### src/rtl/slst_pkg.sv
// ----------------------------------------------------------------------------
// slst_pkg
// Shared types and codes for the sequential list store: operation and status
// codes, fixed field widths and the result record passed to the output stage.
// ----------------------------------------------------------------------------
package slst_pkg;

  localparam int ENTRY_W = 32;
  localparam int OP_W    = 2;
  localparam int STAT_W  = 2;
  localparam int POS_W   = 6;
  localparam int OCC_W   = 7;

  localparam logic [OP_W-1:0] OP_APPEND = 2'd0;
  localparam logic [OP_W-1:0] OP_DELETE = 2'd1;
  localparam logic [OP_W-1:0] OP_READ   = 2'd2;

  localparam logic [STAT_W-1:0] ST_OK        = 2'd0;
  localparam logic [STAT_W-1:0] ST_FULL      = 2'd1;
  localparam logic [STAT_W-1:0] ST_NOT_FOUND = 2'd2;
  localparam logic [STAT_W-1:0] ST_EMPTY     = 2'd3;

  typedef struct packed {
    logic [STAT_W-1:0]  status;
    logic [ENTRY_W-1:0] entry_value;
    logic [POS_W-1:0]   position;
    logic [OCC_W-1:0]   occupancy;
    logic               last;
  } slst_res_t;

endpackage

### src/rtl/sequential_list_store_core.sv
// ----------------------------------------------------------------------------
// sequential_list_store_core
// Ordered list of signed 32-bit values with append, delete-all-matches and
// in-order readout, backed by a single-port-pair entry RAM.
// ----------------------------------------------------------------------------
// One item is taken at a time; in_stall_o stays high until its work is done.
// Delete and readout walk the entry RAM one entry per cycle through its
// single registered read port (an empty list is not walked); readout
// pauses its walk while the output stage stalls. Op code 3 is dropped
// without a result. Results pass through an output register, so a new item
// is taken while a result waits there.
// ----------------------------------------------------------------------------
module sequential_list_store_core import slst_pkg::*; #(
  parameter int DEPTH = 64
) (
  input  logic                      clk_i,
  input  logic                      rst_ni,
  input  logic                      in_valid_i,
  output logic                      in_stall_o,
  input  logic [OP_W-1:0]           op_i,
  input  logic signed [ENTRY_W-1:0] value_i,
  output logic                      out_valid_o,
  input  logic                      out_stall_i,
  output logic [STAT_W-1:0]         status_o,
  output logic signed [ENTRY_W-1:0] entry_value_o,
  output logic [POS_W-1:0]          position_o,
  output logic [OCC_W-1:0]          occupancy_o,
  output logic                      last_o
);

  slst_res_t res;
  logic      res_valid;
  logic      out_free;
  logic      out_valid_q, out_valid_d;
  slst_res_t out_q, out_d;

  slst_ctrl #(
    .DEPTH (DEPTH)
  ) u_ctrl (
    .clk_i       (clk_i),
    .rst_ni      (rst_ni),
    .in_valid_i  (in_valid_i),
    .op_i        (op_i),
    .value_i     (value_i),
    .in_stall_o  (in_stall_o),
    .res_valid_o (res_valid),
    .res_o       (res),
    .res_take_i  (out_free)
  );

  // output register
  assign out_free    = !out_valid_q || !out_stall_i;
  assign out_valid_d = (res_valid && out_free) || (out_valid_q && out_stall_i);
  assign out_d       = (res_valid && out_free) ? res : out_q;

  always_ff @(posedge clk_i or negedge rst_ni) begin
    if (!rst_ni) begin
      out_valid_q <= 1'b0;
    end else begin
      out_valid_q <= out_valid_d;
    end
  end

  always_ff @(posedge clk_i) begin
    out_q <= out_d;
  end

  assign out_valid_o   = out_valid_q;
  assign status_o      = out_q.status;
  assign entry_value_o = out_q.entry_value;
  assign position_o    = out_q.position;
  assign occupancy_o   = out_q.occupancy;
  assign last_o        = out_q.last;

endmodule

### src/rtl/slst_ram.sv
// ----------------------------------------------------------------------------
// slst_ram
// Generic simple dual-port RAM: one write port, one read port with a
// registered read that holds its data while the read enable is low.
// ----------------------------------------------------------------------------
module slst_ram #(
  parameter  int WIDTH = 32,
  parameter  int DEPTH = 64,
  localparam int AW    = $clog2(DEPTH)
) (
  input  logic             clk_i,
  input  logic             we_i,
  input  logic [AW-1:0]    waddr_i,
  input  logic [WIDTH-1:0] wdata_i,
  input  logic             re_i,
  input  logic [AW-1:0]    raddr_i,
  output logic [WIDTH-1:0] rdata_o
);

  logic [WIDTH-1:0] mem_q [DEPTH];
  logic [WIDTH-1:0] rdata_q;

  always_ff @(posedge clk_i) begin
    if (we_i) begin
      mem_q[waddr_i] <= wdata_i;
    end
    if (re_i) begin
      rdata_q <= mem_q[raddr_i];
    end
  end

  assign rdata_o = rdata_q;

endmodule

### src/rtl/slst_ctrl.sv
// ----------------------------------------------------------------------------
// slst_ctrl
// Sequencer for the list store: decodes one item, walks the entry RAM one
// entry per cycle unless stalled, through a single compare unit for delete
// compaction and readout, and presents result records to the output stage.
// ----------------------------------------------------------------------------
module slst_ctrl import slst_pkg::*; #(
  parameter  int DEPTH = 64,
  localparam int AW    = $clog2(DEPTH),
  localparam int CW    = $clog2(DEPTH + 1)
) (
  input  logic               clk_i,
  input  logic               rst_ni,
  input  logic               in_valid_i,
  input  logic [OP_W-1:0]    op_i,
  input  logic [ENTRY_W-1:0] value_i,
  output logic               in_stall_o,
  output logic               res_valid_o,
  output slst_res_t          res_o,
  input  logic               res_take_i
);

  typedef enum logic [2:0] {
    S_IDLE,
    S_EXEC,
    S_DEL,
    S_READ,
    S_RESP
  } state_e;

  state_e             state_q, state_d;
  logic [OP_W-1:0]    op_q, op_d;
  logic [ENTRY_W-1:0] value_q, value_d;
  logic [CW-1:0]      count_q, count_d;
  logic [AW-1:0]      idx_q, idx_d;
  logic [AW-1:0]      wr_q, wr_d;
  logic [STAT_W-1:0]  rsp_status_q, rsp_status_d;
  logic [CW-1:0]      rsp_occ_q, rsp_occ_d;

  logic               mem_we;
  logic [AW-1:0]      mem_waddr;
  logic [ENTRY_W-1:0] mem_wdata;
  logic               mem_re;
  logic [AW-1:0]      mem_raddr;
  logic [ENTRY_W-1:0] mem_rdata;

  logic               keep;
  logic               last_entry;
  logic [CW-1:0]      kept_next;

  slst_ram #(
    .WIDTH (ENTRY_W),
    .DEPTH (DEPTH)
  ) u_ram (
    .clk_i   (clk_i),
    .we_i    (mem_we),
    .waddr_i (mem_waddr),
    .wdata_i (mem_wdata),
    .re_i    (mem_re),
    .raddr_i (mem_raddr),
    .rdata_o (mem_rdata)
  );

  // shared compare unit
  assign keep       = (mem_rdata != value_q);
  assign last_entry = ((CW'(idx_q) + CW'(1)) == count_q);
  assign kept_next  = CW'(wr_q) + CW'(keep);

  assign in_stall_o = (state_q != S_IDLE);

  always_comb begin
    state_d      = state_q;
    op_d         = op_q;
    value_d      = value_q;
    count_d      = count_q;
    idx_d        = idx_q;
    wr_d         = wr_q;
    rsp_status_d = rsp_status_q;
    rsp_occ_d    = rsp_occ_q;
    mem_we       = 1'b0;
    mem_waddr    = wr_q;
    mem_wdata    = mem_rdata;
    mem_re       = 1'b0;
    mem_raddr    = idx_q + AW'(1);
    res_valid_o  = 1'b0;
    res_o        = '0;

    case (state_q)
      S_IDLE: begin
        if (in_valid_i) begin
          op_d    = op_i;
          value_d = value_i;
          state_d = S_EXEC;
        end
      end
      S_EXEC: begin
        case (op_q)
          OP_APPEND: begin
            state_d = S_RESP;
            if (count_q == CW'(DEPTH)) begin
              rsp_status_d = ST_FULL;
              rsp_occ_d    = count_q;
            end else begin
              mem_we       = 1'b1;
              mem_waddr    = count_q[AW-1:0];
              mem_wdata    = value_q;
              count_d      = count_q + CW'(1);
              rsp_status_d = ST_OK;
              rsp_occ_d    = count_q + CW'(1);
            end
          end
          OP_DELETE: begin
            if (count_q == '0) begin
              rsp_status_d = ST_NOT_FOUND;
              rsp_occ_d    = '0;
              state_d      = S_RESP;
            end else begin
              mem_re    = 1'b1;
              mem_raddr = '0;
              idx_d     = '0;
              wr_d      = '0;
              state_d   = S_DEL;
            end
          end
          OP_READ: begin
            if (count_q == '0) begin
              rsp_status_d = ST_EMPTY;
              rsp_occ_d    = '0;
              state_d      = S_RESP;
            end else begin
              mem_re    = 1'b1;
              mem_raddr = '0;
              idx_d     = '0;
              state_d   = S_READ;
            end
          end
          default: begin
            state_d = S_IDLE;
          end
        endcase
      end
      S_DEL: begin
        if (keep) begin
          mem_we    = 1'b1;
          mem_waddr = wr_q;
          mem_wdata = mem_rdata;
        end
        if (last_entry) begin
          state_d = S_RESP;
          if (kept_next == count_q) begin
            rsp_status_d = ST_NOT_FOUND;
            rsp_occ_d    = count_q;
          end else begin
            count_d      = kept_next;
            rsp_status_d = ST_OK;
            rsp_occ_d    = kept_next;
          end
        end else begin
          wr_d   = wr_q + AW'(keep);
          idx_d  = idx_q + AW'(1);
          mem_re = 1'b1;
        end
      end
      S_READ: begin
        res_valid_o       = 1'b1;
        res_o.status      = ST_OK;
        res_o.entry_value = mem_rdata;
        res_o.position    = POS_W'(idx_q);
        res_o.occupancy   = OCC_W'(count_q);
        res_o.last        = last_entry;
        if (res_take_i) begin
          if (last_entry) begin
            state_d = S_IDLE;
          end else begin
            idx_d  = idx_q + AW'(1);
            mem_re = 1'b1;
          end
        end
      end
      S_RESP: begin
        res_valid_o     = 1'b1;
        res_o.status    = rsp_status_q;
        res_o.occupancy = OCC_W'(rsp_occ_q);
        res_o.last      = 1'b1;
        if (res_take_i) begin
          state_d = S_IDLE;
        end
      end
      default: begin
        state_d = S_IDLE;
      end
    endcase
  end

  always_ff @(posedge clk_i or negedge rst_ni) begin
    if (!rst_ni) begin
      state_q      <= S_IDLE;
      count_q      <= '0;
      op_q         <= '0;
      value_q      <= '0;
      idx_q        <= '0;
      wr_q         <= '0;
      rsp_status_q <= ST_OK;
      rsp_occ_q    <= '0;
    end else begin
      state_q      <= state_d;
      count_q      <= count_d;
      op_q         <= op_d;
      value_q      <= value_d;
      idx_q        <= idx_d;
      wr_q         <= wr_d;
      rsp_status_q <= rsp_status_d;
      rsp_occ_q    <= rsp_occ_d;
    end
  end

  a_count_bounded: assert property (@(posedge clk_i) disable iff (!rst_ni)
    count_q <= CW'(DEPTH))
    else $error("fill count beyond depth");

  a_compact_behind_scan: assert property (@(posedge clk_i) disable iff (!rst_ni)
    (state_q == S_DEL) |-> (wr_q <= idx_q))
    else $error("compaction pointer ahead of scan");

  a_no_write_on_readout: assert property (@(posedge clk_i) disable iff (!rst_ni)
    (state_q == S_READ) |-> !mem_we)
    else $error("store written during readout");

  a_result_held: assert property (@(posedge clk_i) disable iff (!rst_ni)
    (res_valid_o && !res_take_i) |=> (res_valid_o && $stable(res_o)))
    else $error("pending result changed before taken");

endmodule

### config.mk
export PLATFORM = sky130hd
export DESIGN_NAME = sequential_list_store_core
export DESIGN_NICKNAME = d
export VERILOG_FILES = /design/src/rtl/slst_pkg.sv /design/src/rtl/sequential_list_store_core.sv /design/src/rtl/slst_ram.sv /design/src/rtl/slst_ctrl.sv
export SDC_FILE = /design/constraint.sdc
export NUM_CORES = 2
export LEC_CHECK = 0
export ABC_CLOCK_PERIOD_IN_PS = 11800
export BUFFER_PORTS_ARGS = -buffer_cell sky130_fd_sc_hd__buf_2
export CORE_MARGIN = 2
export CORE_UTILIZATION = 30
export CTS_CLUSTER_DIAMETER = 120
export DETAILED_ROUTE_END_ITERATION = 7
export HOLD_SLACK_MARGIN = 0.12
export SYNTH_ARGS = -nofsm -noshare
export SYNTH_HDL_FRONTEND = slang
export SYNTH_SLANG_ARGS = --single-unit
### constraint.sdc
create_clock -name clk_i -period 11.8 [get_ports clk_i]
set_clock_uncertainty 0.2 [all_clocks]
set_input_delay 0 -clock clk_i [delete_from_list [all_inputs] [get_ports clk_i]]
set_output_delay 0 -clock clk_i [all_outputs]
set_load 0.01 [all_outputs]
# == Yosys cells after proc, flatten, opt, wreduce, memory -nomap -nowiden ==
# Memory sizes are Yosys's and may differ from the RTL's. A register that Yosys moved wholly into a read port is not among the register bits.
# Index checks and enable logic that the tools add are counted.
# totals
in_bits,38
ramBits,2048
register_bits,114
mem_count,1
wordCells,120
# classes
eq_ne,25
n_reduce_logical,21
addsub,5
n_mux,54
# memory_table
memory,depth,width,rd,rd_clocked_by_memory_dff,wr,line,rtl
u_ctrl.u_ram.mem_q,64,32,1,1,1,slst_ram.sv:20,logic [WIDTH-1:0] mem_q [DEPTH];
# ops
cell,n
$mux 32,3
$mux 6,12
$pmux 7 s2,3
$mux 7,5
$ne 32x32->1,1
$mux 3,7
$pmux 6 s3,1
$ne 2x2->1 const B,8
$pmux 8 s2,1
$pmux 3 s5,1
$eq 7x7->1,2
$pmux 6 s2,1
$reduce_and 4->1,3
$mux 1,11
$reduce_and 5->1,2
$ne 3x2->1 const B,3
$pmux 3 s3,1
$mux 2,4
$add 6x1->7,1
$add 6x1->7 const B,1
$add 7x1->7 const B,1
$eq 7x7->1 const B,1
$logic_not 7->1,1
$add 6x1->6,1
23 further kinds,30

# == Longest topological paths before layout ==
# depth
depth_word,6
depth_mapped,14

# == Hierarchy ==
# A second synthesis with hierarchy kept.
# hier_totals
cells_unflattened,3872
hier_area_um2,85124.1
# by_module_without_submodules
mod,seq_area_each_um2,n_inst,cells_per_inst,area_each_um2
slst_ram,62459.9,1,3324,78833.1
slst_ctrl,1626.6,1,496,4802.1
sequential_list_store_core,1466.4,1,52,1488.9

# == Worst setup path after synthesis ==
# No wires, ideal clock.
# synth_timing
kind,reg-to-reg
startpoint,register u_ctrl.count_q[0]
endpoint,memory u_ctrl.u_ram.mem_q[62][0] (enable)
path_slack_ps,6651
synth_period_minus_slack_ps,5149
n_path_buf,3
path_stages_with_launch,12
t_arrival_ps,4488
cell_sequence,dfrtp_1 -> clkbuf_1 -> inv_1 -> ha_1 -> nor4b_4 -> a21oi_1 -> clkbuf_1 -> buf_1 -> nand3_1 -> o21ai_0 -> nand2_1 -> nor3_1
# synth_between
elab_chain_len,6
# synth_rtl
element,line,rtl
from (decl),slst_ctrl.sv:34,"logic [CW-1:0] count_q, count_d;"
from (signal assigned),slst_ctrl.sv:207,count_q <= count_d;
$eq 7x7->1,slst_ctrl.sv:100,if (count_q == CW'(DEPTH)) begin
$mux 1,slst_ctrl.sv:100,
$mux 1,slst_ctrl.sv:97,case (op_q)
$pmux 1 s2,slst_ctrl.sv:88,case (state_q)
$mux 1,slst_ram.sv:24,if (we_i) begin
$mux 1 (not written as such),slst_ram.sv:25,mem_q[waddr_i] <= wdata_i;
to (decl),slst_ram.sv:20,
# Parallel ways exist; a longest one is shown, timed or not.

# == Worst setup path after layout ==
# layout_timing
startpoint,register u_ctrl.idx_q[0]
endpoint,"register u_ctrl.u_ram.rdata_q[0] (netlist: u_ctrl.u_ram.rdata_o[0]), read port of u_ctrl.u_ram.mem_q, data pin"
# layout_between
elab_chain_len,5
# layout_rtl
element,line,rtl
from (decl),slst_ctrl.sv:35,"logic [AW-1:0] idx_q, idx_d;"
from (signal assigned),slst_ctrl.sv:210,idx_q <= idx_d;
$add 6x1->7,slst_ctrl.sv:66,assign last_entry = ((CW'(idx_q) + CW'(1)) == count_q);
$eq 7x7->1,slst_ctrl.sv:66,
$mux 1,"slst_ctrl.sv:148, slst_ctrl.sv:172",
$mux 1,slst_ctrl.sv:171,if (res_take_i) begin
$pmux 1 s3,slst_ctrl.sv:88,
to (decl),slst_ram.sv:21,logic [WIDTH-1:0] rdata_q;
# Parallel ways exist; a longest one is shown, timed or not.
# A chain may end at the register's enable or synchronous reset.

==> results.toml <==
[status]
status = "finished, violations left"
violations = "capacitance limit, slew limit"

[global_route]
met3_usage_pct = 5.27
grt_max_degree = 132
grt_use_met2_pct = 28.4
grt_pass1_wl_microns = 404000
grt_pass1_vias = 51800
overflow = 0
antenna_found_initial = 18
busiest_layer = "met2"
grt_util_all_layers_pct = 19.0
grtUsageMet1_pct = 25.6

[sta]
maxSlewHeadroom_pct = -0.542
finalCritPeriodShare_pct = 56.9
grt_setup_unrepaired = "no"
setup_viol = 0
setup_ws_ps = 5080
finalCriticalPeriod_ps = 6720
totalNegativeSetupSlack_ps = 0
finalHoldViolations = 0
maxSlewViolCount = 1
tightest_slew_ps = 1490
max_freq_mhz = 149

[die]
die_w_microns = 545
io_pins = 88
fp.dieH_microns = 545
rows = 198
coreArea_sq_mm = 0.291
initial_utilization_pct = 30.1
die_area_sq_mm = 0.297

[clocking]
clkTransAtPathRegs_ps = 70
cts_resized = 0
root_buffer = "clkbuf_16"
cts_inserted_buffers = 219
cts_setup_buffers = 0
cts_buffer_depth = 3
cts_max_level = 4
ctsHoldBuffers = 110
clk_latency_ps = 880
cts_tree = "done"
cts_sinks = 2194

[logic_synthesis]
netlist.top_cell.by_area = "edfxtp_1"
avgSynthCellArea_sq_um = 16.0
ys_types = 81
synth_edf_count = 2128
ys_warn_count = 0
synthArstFlopShare_pct = 3.01
synth_nets = 5535
synthTopCellsByArea = "edfxtp_1 73%, mux2i_1 2.9%, mux4_2 2.4%, mux2_2 2.3%, o21ai_0 2.1%"
synth_seq_cells = 2194
synth-seq-area-share_pct = 74.7
syn_area_sq_mm = 0.0878
synth_top_area_share_pct = 72.8
syn-instance-count = 5488
synth_ff_type = "edfxtp_1"
ys_top_cells_by_count = "2128 x edfxtp_1, 476 x nand2_1, 362 x o21ai_0"
yosysMostFrequentCell = "edfxtp_1"

[run]
max-cap-violations = 1

[route]
drtAntennaViolNets = 0
drt_iter0_drc = 9098
drc = 0
dr_total_vias = 54600
routed_wl_microns = 290000
first_pass_iters = 8
routed_via_density = 5.58
wl_per_cell_microns = 29.7

[setup_path]
arrival_ps = 7040
critical_path.startpoint = "u_ctrl.idx_q[0]$_DFFE_PN0P_"
end_kind = "flop"
reg2reg_depth = 9
critical_path_class = "reg -> reg"
cpPeakStageDelay_ps = 1090
crit_cells = 9
crit_family = "buffers and inverters"
start_kind = "flop"
crit_top_cell = "o21ai_0"
worstPathRequired_ps = 12130
path_max_fanout = 118
cp_num_buf_inv = 3
crit_chain = "ha_4 > buf_4 > buf_4 > buf_12 > mux4_2 > o21ai_0 > o21ai_0 > o21ai_0 > o22ai_1"
reg2reg_from = "u_ctrl.idx_q[0]$_DFFE_PN0P_"
cpMaxStageDelayCell = "o21ai_0"

[finish]
nets = 5745
syn_to_final_growth_pct = 15.7
drive_gt1_share_pct = 16.7

[place]
numPortBuffers = 87
dp_slack_ps = 5200
place_congestion = 0.892
post-dp-hpwl_microns = 162000

[worst_hold_path]
hold_class = "in -> async"

[power_and_ir_drop]
leakage_nw = 27.2
worst_ir_drop_vdd_mv = 0.113
p_per_area_mw_per_mm2 = 156
## cell families (layout without fill, tap and decap cells)
group / Yosys count / count (layout) / synth area share (%)
compound gates: 1360 / 1360 / 10.3
xor+xnor: 59 / 59 / 0.613
simple gates: 915 / 915 / 4.54
fa+ha+maj: 9 / 9 / 0.128
other cells: 0 / 2 / 0
mux: 524 / 524 / 7.55
flops: 2194 / 2194 / 74.7
buf+inv: 427 / 812 / 2.13
## flip-flops by register name, summed over array words and instances (netlist names)
register and cells:
status_o 2, u_ctrl.idx_q 6, u_ctrl.value_q 32, u_ctrl.u_ram.rdata_o 32, u_ctrl.rsp_occ_q 7, u_ctrl.wr_q 6, last_o 1, u_ctrl.rsp_status_q 2
position_o 6, entry_value_o 32, u_ctrl.count_q 7, u_ctrl.u_ram.mem_q 2048, out_valid_o 1, occupancy_o 7, u_ctrl.state_q 3, u_ctrl.op_q 2
## cell type report
| type | count | area [sq um] |
|---|---|---|
| Clock inverter | 127 | 1200 |
| Fill cell | 27300 | 190000 |
| Tap cell | 3900 | 4880 |
| Multi-Input combinational cell | 2867 | 21000 |
| Timing Repair Buffer | 402 | 3150 |
| Clock buffer | 269 | 5750 |
| Antenna cell | 2 | 5.00 |
| Inverter | 14 | 57.6 |
| Sequential cell | 2194 | 65600 |
## placed cells by master (no fill, tap or decap), types with 21 or more instances in the layout
| cell type | n |
|---|---|
| dfrtp_1 | 65 |
| a21oi_1 | 190 |
| a31oi_1 | 94 |
| buf_2 | 89 |
| o22ai_1 | 134 |
| o221ai_1 | 99 |
| a311oi_1 | 21 |
| nand2_1 | 472 |
| nor2_4 | 35 |
| clkinv_1 | 52 |
| nor2_1 | 138 |
| mux4_2 | 92 |
| a32oi_1 | 32 |
| nor3_1 | 33 |
| and3_1 | 59 |
| dlygate4sd3_1 | 110 |
| buf_4 | 197 |
| mux2i_1 | 250 |
| nor3_2 | 36 |
| clkbuf_1 | 46 |
| a221oi_1 | 83 |
| a22oi_1 | 101 |
| o211ai_1 | 29 |
| mux2_2 | 182 |
| clkinv_2 | 33 |
| edfxtp_1 | 2128 |
| o31ai_1 | 21 |
| nand3_1 | 57 |
| a211oi_1 | 42 |
| xnor2_1 | 43 |
| clkbuf_16 | 223 |
| o21ai_0 | 362 |
## final timing paths
check	to	slack, ps
worst max-delay path	u_ctrl.u_ram.rdata_o[0]$_DFFE_PP_	5080
worst min-delay path	u_ctrl.value_q[13]$_DFFE_PN0P_	260
worst max register to register	u_ctrl.u_ram.rdata_o[0]$_DFFE_PP_	5080
worst min register to register	u_ctrl.rsp_status_q[0]$_DFFE_PN0P_	290
max in group asynchronous	u_ctrl.idx_q[0]$_DFFE_PN0P_	10480
min in group clk_i	u_ctrl.rsp_status_q[0]$_DFFE_PN0P_	290
## worst register-to-register path, stage by stage, from the launching register on
cell and delay (ps):
dfrtp_4 920, ha_4 770, buf_4 770, buf_4 720
buf_12 620, mux4_2 570, o21ai_0 250, o21ai_0 300
o21ai_0 1090, o22ai_1 170
## routing by layer
metal	vias to the layer above	share of wire [%]	routed length (microns)
met3	553	13	37000
met2	3726	44	127000
li1	22400	-	-
met4	6	5.0	14700
met5	-	0.012	34
met1	27900	38	112000
## through the flow
step           total power, mW  instances  utilization (%)  cell area [sq um]  hold WS (ps)
2_1_floorplan             8.90       5488                -              87800          -496
3_3_place_gp              9.10       9265             32.1              93500          27.2
3_5_place_dp              9.11       9267             32.1              93500          36.4
4_1_cts                   15.9       9773             34.9             102000           213
5_1_grt                   16.2       9774             34.9             102000           327
6_report                  15.8       9775             34.9             102000           255
## where the power goes
group | switching [mW] | total (mW) | internal (mW)
clock | 2.98 | 6.83 | 3.85
combinational | 0.344 | 0.432 | 0.0888
sequential | 0.0199 | 8.54 | 8.52
total | 3.34 | 15.8 | 12.5
Power figures use the tool's default switching activity.
